**src/sv/assert_macros.svh**
```systemverilog
// Shared assertion macros. Each expects clk and arst_n in scope.
`ifndef ASSERT_MACROS_SVH
`define ASSERT_MACROS_SVH

// Same-cycle implication.
`define ITT_CHECK(lbl, pre, post, msg) \
	lbl: assert property (@(posedge clk) disable iff (!arst_n) (pre) |-> (post)) \
		else $error(msg);

// Next-cycle implication.
`define ITT_CHECK_NEXT(lbl, pre, post, msg) \
	lbl: assert property (@(posedge clk) disable iff (!arst_n) (pre) |=> (post)) \
		else $error(msg);

`endif

```
**src/sv/itt_pkg.sv**
```systemverilog
package itt_pkg;

	localparam int VALUE_BITS = 32;
	localparam int IDX_W      = $clog2(VALUE_BITS);
	localparam int RADIX_W    = 6;
	localparam int CHAR_W     = 8;

	localparam logic [RADIX_W-1:0] RADIX_MIN = 6'd2;
	localparam logic [RADIX_W-1:0] RADIX_MAX = 6'd36;
	localparam logic [RADIX_W-1:0] DECIMAL   = 6'd10;

	localparam logic [CHAR_W-1:0] CHAR_ZERO        = 8'h30;
	localparam logic [CHAR_W-1:0] CHAR_LETTER_BASE = 8'h37;
	localparam logic [CHAR_W-1:0] CHAR_MINUS       = 8'h2D;

	typedef struct packed {
		logic signed [VALUE_BITS-1:0] number;
		logic [RADIX_W-1:0]           radix;
	} req_t;

	typedef struct packed {
		logic [CHAR_W-1:0] character;
		logic              last;
	} chr_t;

	typedef struct packed {
		logic load;
		logic div_step;
		logic store;
		logic emit_sign;
		logic emit_digit;
	} cmd_t;

	typedef struct packed {
		logic bit_done;
		logic quo_zero;
		logic show_sign;
		logic idx_zero;
		logic out_free;
	} sts_t;

	function automatic logic [CHAR_W-1:0] digit_char(input logic [RADIX_W-1:0] d);
		logic [CHAR_W-1:0] dw;
		dw = CHAR_W'(d);
		if (d > DECIMAL - 6'd1) begin
			return CHAR_LETTER_BASE + dw;
		end
		return CHAR_ZERO + dw;
	endfunction

endpackage

```
**src/sv/itt_dpath.sv**
```systemverilog
`include "assert_macros.svh"

module itt_dpath (
	input  logic         clk,
	input  logic         arst_n,
	input  itt_pkg::req_t req,
	input  itt_pkg::cmd_t cmd,
	output itt_pkg::sts_t sts,
	output logic         chr_valid,
	input  logic         chr_ready,
	output itt_pkg::chr_t chr
);
	import itt_pkg::*;

	logic [VALUE_BITS-1:0] num_u;
	logic [VALUE_BITS-1:0] mag;
	logic [RADIX_W-1:0]    radix_c;

	logic [VALUE_BITS-1:0] quo_q;
	logic [RADIX_W-1:0]    rem_q;
	logic [RADIX_W-1:0]    radix_q;
	logic                  neg_dec_q;
	logic [IDX_W-1:0]      bit_q;
	logic [IDX_W-1:0]      wr_q;
	logic [IDX_W-1:0]      rd_q;

	logic [RADIX_W:0]      trial;
	logic [RADIX_W:0]      diff;
	logic                  ge;
	logic [RADIX_W-1:0]    rem_d;

	logic [RADIX_W-1:0]    dig_mem [VALUE_BITS];

	chr_t                  chr_q;
	logic                  chr_valid_q;

	assign num_u = req.number;
	assign mag   = num_u[VALUE_BITS-1] ? (~num_u + 1'b1) : num_u;

	always_comb begin
		if (req.radix < RADIX_MIN) begin
			radix_c = RADIX_MIN;
		end else if (req.radix > RADIX_MAX) begin
			radix_c = RADIX_MAX;
		end else begin
			radix_c = req.radix;
		end
	end

	// one restoring division step per cycle
	assign trial = {rem_q, quo_q[VALUE_BITS-1]};
	assign ge    = trial >= {1'b0, radix_q};
	assign diff  = trial - {1'b0, radix_q};
	assign rem_d = ge ? diff[RADIX_W-1:0] : trial[RADIX_W-1:0];

	always_ff @(posedge clk or negedge arst_n) begin
		if (!arst_n) begin
			rem_q   <= '0;
			radix_q <= RADIX_MIN;
			bit_q   <= '0;
			wr_q    <= '0;
			rd_q    <= '0;
		end else if (cmd.load) begin
			rem_q   <= '0;
			radix_q <= radix_c;
			bit_q   <= '0;
			wr_q    <= '0;
		end else if (cmd.div_step) begin
			rem_q <= rem_d;
			bit_q <= bit_q + 1'b1;
		end else if (cmd.store) begin
			// hold the digit, restart the remainder for the next one
			rem_q <= '0;
			bit_q <= '0;
			wr_q  <= wr_q + 1'b1;
			rd_q  <= wr_q;
		end else if (cmd.emit_digit) begin
			rd_q <= rd_q - 1'b1;
		end
	end

	always_ff @(posedge clk) begin
		if (cmd.load) begin
			quo_q     <= mag;
			neg_dec_q <= num_u[VALUE_BITS-1] && (radix_c == DECIMAL);
		end else if (cmd.div_step) begin
			quo_q <= {quo_q[VALUE_BITS-2:0], ge};
		end
	end

	always_ff @(posedge clk) begin
		if (cmd.store) begin
			dig_mem[wr_q] <= rem_q;
		end
	end

	always_ff @(posedge clk) begin
		if (cmd.emit_sign) begin
			chr_q.character <= CHAR_MINUS;
			chr_q.last      <= 1'b0;
		end else if (cmd.emit_digit) begin
			chr_q.character <= digit_char(dig_mem[rd_q]);
			chr_q.last      <= (rd_q == '0);
		end
	end

	always_ff @(posedge clk or negedge arst_n) begin
		if (!arst_n) begin
			chr_valid_q <= 1'b0;
		end else if (cmd.emit_sign || cmd.emit_digit) begin
			chr_valid_q <= 1'b1;
		end else if (chr_ready) begin
			chr_valid_q <= 1'b0;
		end
	end

	assign sts.bit_done  = (bit_q == IDX_W'(VALUE_BITS - 1));
	assign sts.quo_zero  = (quo_q == '0);
	assign sts.show_sign = neg_dec_q;
	assign sts.idx_zero  = (rd_q == '0);
	assign sts.out_free  = !chr_valid_q || chr_ready;

	assign chr_valid = chr_valid_q;
	assign chr       = chr_q;

	`ITT_CHECK(a_rem_below_radix, 1'b1, rem_q < radix_q, "remainder reached the radix")
	`ITT_CHECK(a_no_overwrite, chr_valid_q && !chr_ready,
		!(cmd.emit_sign || cmd.emit_digit), "pending character overwritten")

endmodule

```
**src/sv/itt_ctrl.sv**
```systemverilog
`include "assert_macros.svh"

module itt_ctrl (
	input  logic          clk,
	input  logic          arst_n,
	input  logic          req_valid,
	output logic          req_ready,
	input  itt_pkg::sts_t sts,
	output itt_pkg::cmd_t cmd
);
	import itt_pkg::*;

	typedef enum logic [4:0] {
		ST_IDLE  = 5'b00001,
		ST_DIV   = 5'b00010,
		ST_STORE = 5'b00100,
		ST_SIGN  = 5'b01000,
		ST_EMIT  = 5'b10000
	} state_t;

	state_t state_q;
	state_t state_d;

	always_comb begin
		state_d   = state_q;
		cmd       = '0;
		req_ready = 1'b0;
		case (state_q)
			ST_IDLE: begin
				req_ready = 1'b1;
				if (req_valid) begin
					cmd.load = 1'b1;
					state_d  = ST_DIV;
				end
			end
			ST_DIV: begin
				cmd.div_step = 1'b1;
				if (sts.bit_done) begin
					state_d = ST_STORE;
				end
			end
			ST_STORE: begin
				cmd.store = 1'b1;
				if (!sts.quo_zero) begin
					state_d = ST_DIV;
				end else if (sts.show_sign) begin
					state_d = ST_SIGN;
				end else begin
					state_d = ST_EMIT;
				end
			end
			ST_SIGN: begin
				if (sts.out_free) begin
					cmd.emit_sign = 1'b1;
					state_d       = ST_EMIT;
				end
			end
			ST_EMIT: begin
				if (sts.out_free) begin
					cmd.emit_digit = 1'b1;
					if (sts.idx_zero) begin
						state_d = ST_IDLE;
					end
				end
			end
			default: begin
				state_d = ST_IDLE;
			end
		endcase
	end

	always_ff @(posedge clk or negedge arst_n) begin
		if (!arst_n) begin
			state_q <= ST_IDLE;
		end else begin
			state_q <= state_d;
		end
	end

	`ITT_CHECK_NEXT(a_accept_starts_div, req_valid && req_ready, state_q == ST_DIV,
		"accepted request did not start division")
	`ITT_CHECK_NEXT(a_final_digit_idles, cmd.emit_digit && sts.idx_zero,
		state_q == ST_IDLE, "controller did not idle after final digit")

endmodule

```
**src/sv/integer_to_text_in_base_top.sv**
```systemverilog
// Converts a signed 32-bit number to ASCII text in a base of 2 to 36 (out-of-range
// bases clamp into that range), one character per output transfer, most significant
// digit first, with last set on the final character; digits above 9 are 'A'..'Z',
// zero gives "0", and only base 10 prints a leading '-' for negative values (other
// bases print the magnitude). Each digit is computed by the shared one-bit-per-
// cycle restoring divider (32 steps, then a store of the remainder); the characters
// then leave one at a time, the minus sign (if any) first, each waiting while the
// output register still holds a character that has not been accepted.
// A new request is taken once the final character has been loaded into the output
// register.
module integer_to_text_in_base_top (
	input  logic          clk,
	input  logic          arst_n,
	input  logic          req_valid,
	output logic          req_ready,
	input  itt_pkg::req_t req,
	output logic          chr_valid,
	input  logic          chr_ready,
	output itt_pkg::chr_t chr
);
	import itt_pkg::*;

	cmd_t cmd;
	sts_t sts;

	itt_ctrl u_ctrl (
		.clk       (clk),
		.arst_n    (arst_n),
		.req_valid (req_valid),
		.req_ready (req_ready),
		.sts       (sts),
		.cmd       (cmd)
	);

	itt_dpath u_dpath (
		.clk       (clk),
		.arst_n    (arst_n),
		.req       (req),
		.cmd       (cmd),
		.sts       (sts),
		.chr_valid (chr_valid),
		.chr_ready (chr_ready),
		.chr       (chr)
	);

endmodule
```
**config.mk**
```make
export PLATFORM = sky130hd
export DESIGN_NAME = integer_to_text_in_base_top
export DESIGN_NICKNAME = d
export VERILOG_FILES = /design/src/sv/itt_pkg.sv /design/src/sv/itt_dpath.sv /design/src/sv/itt_ctrl.sv /design/src/sv/integer_to_text_in_base_top.sv
export VERILOG_INCLUDE_DIRS = /design/src /design/src/sv
export SDC_FILE = /design/constraint.sdc
export NUM_CORES = 1
export LEC_CHECK = 0
export BUFFER_PORTS_ARGS = -buffer_cell sky130_fd_sc_hd__buf_2
export CAP_MARGIN = 0
export CORE_MARGIN = 1.5
export CORE_UTILIZATION = 50
export DETAILED_ROUTE_END_ITERATION = 10
export PLACE_DENSITY = 0.63
export SYNTH_ARGS = -nofsm -noshare
export SYNTH_HDL_FRONTEND = slang
export SYNTH_SLANG_ARGS = --single-unit
```
**constraint.sdc**
```tcl
create_clock -name clk -period 4.2 [get_ports clk]
set_input_delay 0.21 -clock clk [delete_from_list [all_inputs] [get_ports clk]]
set_output_delay 0.21 -clock clk [all_outputs]
set_load 0.005 [all_outputs]
```
==> metrics.txt <==
# TYPE chip_impl_metric gauge
chip_impl_info{name="largest_area_contributor_in_the_netlist",value="sky130_fd_sc_hd__edfxtp_1"} 1
chip_impl_info{name="grt_setup_unrepaired",value="false"} 1
chip_impl_metric{name="seq_area",unit="um2"} 7750
chip_impl_metric{name="postCtsSetupRepairBufs",unit=""} 0
chip_impl_metric{name="drcViolationCount",unit=""} 0
chip_impl_metric{name="tightestPinTransition",unit="ns"} 1.29
chip_impl_metric{name="power_density",unit="nW/um2"} 514
chip_impl_metric{name="irDropWorstVdd",unit="V"} 0.000299
chip_impl_metric{name="finClkSkew",unit="ns"} 0.0204
chip_impl_info{name="synth.cells.most_frequent",value="225 x sky130_fd_sc_hd__edfxtp_1, 88 x sky130_fd_sc_hd__nand2_1, 61 x sky130_fd_sc_hd__nor2_1"} 1
chip_impl_metric{name="num_rows",unit=""} 56
chip_impl_info{name="synth_top_flop_cell",value="sky130_fd_sc_hd__edfxtp_1"} 1
chip_impl_metric{name="post_synth_num_cell_types",unit=""} 63
chip_impl_metric{name="seq_power_share",unit="%"} 51.1
chip_impl_metric{name="finalCriticalPeriod",unit="ns"} 3.72
chip_impl_metric{name="slew_headroom",unit="%"} 13.9
chip_impl_metric{name="worst_ep_arrival_time",unit="ns"} 4.16
chip_impl_metric{name="post_cts.resized_instances",unit=""} 0
chip_impl_metric{name="globalRouteTotalUtil",unit="%"} 22.2
chip_impl_metric{name="postRouteAntennaNets",unit=""} 0
chip_impl_info{name="cp_top_family",value="compound AO/OA/AOI/OAI gates"} 1
chip_impl_metric{name="internal_power",unit="mW"} 5.02
chip_impl_metric{name="cpPeakStageDelay",unit="ns"} 0.88
chip_impl_metric{name="drv_slew",unit=""} 0
chip_impl_metric{name="maxClockFrequency",unit="GHz"} 0.269
chip_impl_metric{name="fraction_of_layout_cells_with_a_size_suffix_above_1",unit="%"} 17.1
chip_impl_info{name="status",value="completed"} 1
chip_impl_metric{name="critical_path.max_fanout",unit=""} 34
chip_impl_metric{name="ioPinCount",unit=""} 53
chip_impl_metric{name="place_hpwl",unit="mm"} 17.7
chip_impl_metric{name="clock_power_share",unit="%"} 32.9
chip_impl_metric{name="routed_wirelength",unit="mm"} 26.8
chip_impl_metric{name="setup_ws",unit="ns"} 0.483
chip_impl_metric{name="synth_top_area_share",unit="%"} 56.7
chip_impl_metric{name="maxCapViolCount",unit=""} 0
chip_impl_metric{name="dieWidth",unit="um"} 157
chip_impl_metric{name="holdBufCountCts",unit=""} 6
chip_impl_info{name="cts.root.buffer_cell",value="sky130_fd_sc_hd__clkbuf_16"} 1
chip_impl_metric{name="grt_start_max_net_pins",unit=""} 40
chip_impl_metric{name="fin_crit_sh",unit="%"} 88.5
chip_impl_info{name="timing.critical_path.mode_cell",value="sky130_fd_sc_hd__inv_1"} 1
chip_impl_metric{name="post_synth_inst_count",unit=""} 852
chip_impl_metric{name="ffs_latches_synth",unit=""} 266
chip_impl_info{name="min_path_type",value="in -> reg"} 1
chip_impl_metric{name="initial_utilization",unit="%"} 50.9
chip_impl_metric{name="r2r_cells",unit=""} 11
chip_impl_metric{name="gr-total-overflow",unit=""} 0
chip_impl_info{name="yosysMostFrequentCell",value="sky130_fd_sc_hd__edfxtp_1"} 1
chip_impl_metric{name="vias_post_dr",unit=""} 7451
chip_impl_metric{name="synth_sequential_area_ratio",unit="%"} 65.0
chip_impl_metric{name="swShare",unit="%"} 27.4
chip_impl_info{name="setup.worst_path.class",value="reg -> reg"} 1
chip_impl_metric{name="syn_nets",unit=""} 914
chip_impl_metric{name="setup_viol_count_final",unit=""} 0
chip_impl_metric{name="synth_enable_flop_cells",unit=""} 225
chip_impl_metric{name="first_global_vias",unit=""} 7421
chip_impl_metric{name="dp_slack",unit="ns"} 0.530
chip_impl_metric{name="post_route_setup_tns",unit="ns"} 0
chip_impl_metric{name="crit_required",unit="ns"} 4.65
chip_impl_info{name="crit_path_top_delay_cell",value="sky130_fd_sc_hd__dfrtp_4"} 1
chip_impl_metric{name="drt_iter0_markers",unit=""} 663
chip_impl_metric{name="clk_pin_slew_worst_paths",unit="ns"} 0.06
chip_impl_info{name="critPathCaptureType",value="register"} 1
chip_impl_metric{name="floorplan.die_area",unit="um2"} 24800
chip_impl_metric{name="cts_made_buffers",unit=""} 28
chip_impl_info{name="synthTopCellsByArea",value="sky130_fd_sc_hd__edfxtp_1 57%, sky130_fd_sc_hd__mux4_2 7.7%, sky130_fd_sc_hd__dfrtp_1 6.5%, sky130_fd_sc_hd__nand2_1 2.8%, sky130_fd_sc_hd__xor2_1 2.3%"} 1
chip_impl_metric{name="syn2layout_area_growth",unit="%"} 12.8
chip_impl_metric{name="path_depth",unit=""} 11
chip_impl_metric{name="combinationalPowerShare",unit="%"} 15.9
chip_impl_metric{name="antenna_cells_inserted",unit=""} 0
chip_impl_metric{name="ctsLongestPathBuffers",unit=""} 3
chip_impl_metric{name="layout.nets",unit=""} 978
chip_impl_metric{name="cp.buffers_inverters",unit=""} 2
chip_impl_metric{name="multiInputGateArea",unit="um2"} 3920
chip_impl_metric{name="synth_area",unit="um2"} 11900
chip_impl_metric{name="synthArstFlopShare",unit="%"} 12.4
chip_impl_metric{name="clock_tree.htree_level_count",unit=""} 1
chip_impl_metric{name="initial_antenna_violation_count",unit=""} 0
chip_impl_metric{name="routabilityCongestion",unit=""} 0.892
chip_impl_metric{name="power.net_switching",unit="mW"} 1.89
chip_impl_metric{name="fillerInstances",unit=""} 1876
chip_impl_metric{name="first_pass_iters",unit=""} 5
chip_impl_metric{name="wire_length_of_the_first_global_routing_pass",unit="mm"} 41.7
chip_impl_info{name="tritoncts",value="built"} 1
chip_impl_metric{name="finalHoldViolations",unit=""} 0
chip_impl_info{name="critical_path.startpoint_type",value="register"} 1
chip_impl_metric{name="io_buffers",unit=""} 51
chip_impl_metric{name="power.static_leakage",unit="nW"} 4.93
chip_impl_metric{name="clock-sinks",unit=""} 266
chip_impl_info{name="path_cells",value="mux4_2 -> and3_1 -> a21oi_1 -> a32oi_1 -> inv_1 -> ha_1 -> inv_1 -> a211o_1 -> a21o_1 -> mux2_1 -> a211oi_1"} 1
chip_impl_metric{name="via_per_inst",unit=""} 5.93
chip_impl_metric{name="synth.yosys.warnings",unit=""} 0
chip_impl_metric{name="dieHeight",unit="um"} 157
chip_impl_metric{name="min_delay_path_depth",unit=""} 3
chip_impl_metric{name="worst_skew_late_latency",unit="ns"} 0.54
chip_impl_metric{name="mean_routed_wirelength_per_cell",unit="um"} 21.3
chip_impl_metric{name="synth_area_per_cell",unit="um2"} 14.0
chip_impl_metric{name="core-area",unit="um2"} 23400
per-stage QoR:
stage	hold WS (ns)	utilization, %	instances	total power [mW]	instance area, um2
2_1_floorplan	-0.0856	-	852	4.28	11900
3_3_place_gp	0.309	53.6	1199	4.61	12500
3_5_place_dp	0.314	53.6	1199	4.69	12500
4_1_cts	0.00709	57.5	1257	6.96	13400
5_1_grt	0.0511	57.5	1257	7.23	13400
6_report	0.0311	57.5	1257	6.91	13400
layer usage:
layer  vias up  share of wire, %  global-route usage, %
met5         -                 0                      0
met4         0               2.6                   6.74
met3        62               5.9                   2.70
met2       267                48                   35.7
met1      3747                44                   31.9
li1       3375                 -                      -
final cells by class:
cell class	count	area share, %
flip-flops and latches	266	57.6
multi-input cells	525	29.1
clock inverters	15	0.614
inverters	22	0.614
well taps	319	2.97
repair buffers	73	3.33
clock buffers	37	5.70
cell families after synthesis:
group	share of synthesized area, %
compound gates	7.29
xor+xnor	3.01
fa+ha+maj	2.25
buf+inv	2.13
flops	65.0
mux	10.0
other cells	0.0315
simple gates	10.2
path summary, 6_finish.rpt:
kind                                      start  slack (ns)               end
worst min-delay path                  chr_ready        0.03    u_dpath.chr[3]
min in group asynchronous                arst_n        0.28  u_dpath.bit_q[2]
worst max register to register  u_dpath.rd_q[0]        0.48    u_dpath.chr[2]
worst min register to register   u_dpath.chr[0]        0.45    u_dpath.chr[0]
max in group asynchronous                arst_n        3.36   u_dpath.rd_q[0]
worst max-delay path            u_dpath.rd_q[0]        0.48    u_dpath.chr[2]
sequential cells by signal, indices dropped and copies added, names as in the netlist:
name and flops:
u_dpath.bit_q 5, u_dpath.rd_q 5, u_dpath.dig_mem 192, u_ctrl.state_q 5, u_dpath.rem_q 6, u_dpath.chr 8, u_dpath.chr_valid 1, u_dpath.quo_q 32
u_dpath.radix_q 6, u_dpath.wr_q 5, u_dpath.neg_dec_q 1
worst register-to-register path: cells and delay by family (launching register included):
kind                     cells  cell delay (ns)
AO/OA/AOI/OAI                5             1.15
multiplexers                 2             0.95
flip-flops                   1             0.88
buffers and inverters        2             0.24
adder cells (fa/ha/maj)      1             0.23
AND/OR/NAND/NOR              1             0.19
power groups by stage:
stage	Combinational [mW]	Sequential (mW)	Clock [mW]
2_1_floorplan	0.697	3.59	0
3_3_place_gp	1.04	3.56	0
3_5_place_dp	1.11	3.58	0
4_1_cts	1.12	3.53	2.31
5_1_grt	1.26	3.57	2.41
6_report	1.10	3.53	2.27
cell usage in the layout, fill, tap and decap left out, drive strengths merged, types with 3 or more instances in the layout:
cell,instances
nand3,17
a211oi,4
a32oi,3
a21boi,3
o31ai,10
clkbuf,37
buf,67
nand4,3
xor2,31
dfrtp,31
or4,5
a22o,6
o22ai,6
nor2b,8
xnor2,10
dlygate4sd3,6
clkinv,13
mux2i,25
and3,9
ha,19
nand2,88
or3b,4
nor3,12
edfxtp,225
nor4,11
o41ai,4
nand2b,8
a21oi,22
nand3b,9
or3,10
o221ai,4
mux4,41
inv,22
o21ai,66
dfxtp,8
nor2,61
Note: power is estimated with default switching activity, not from simulation.
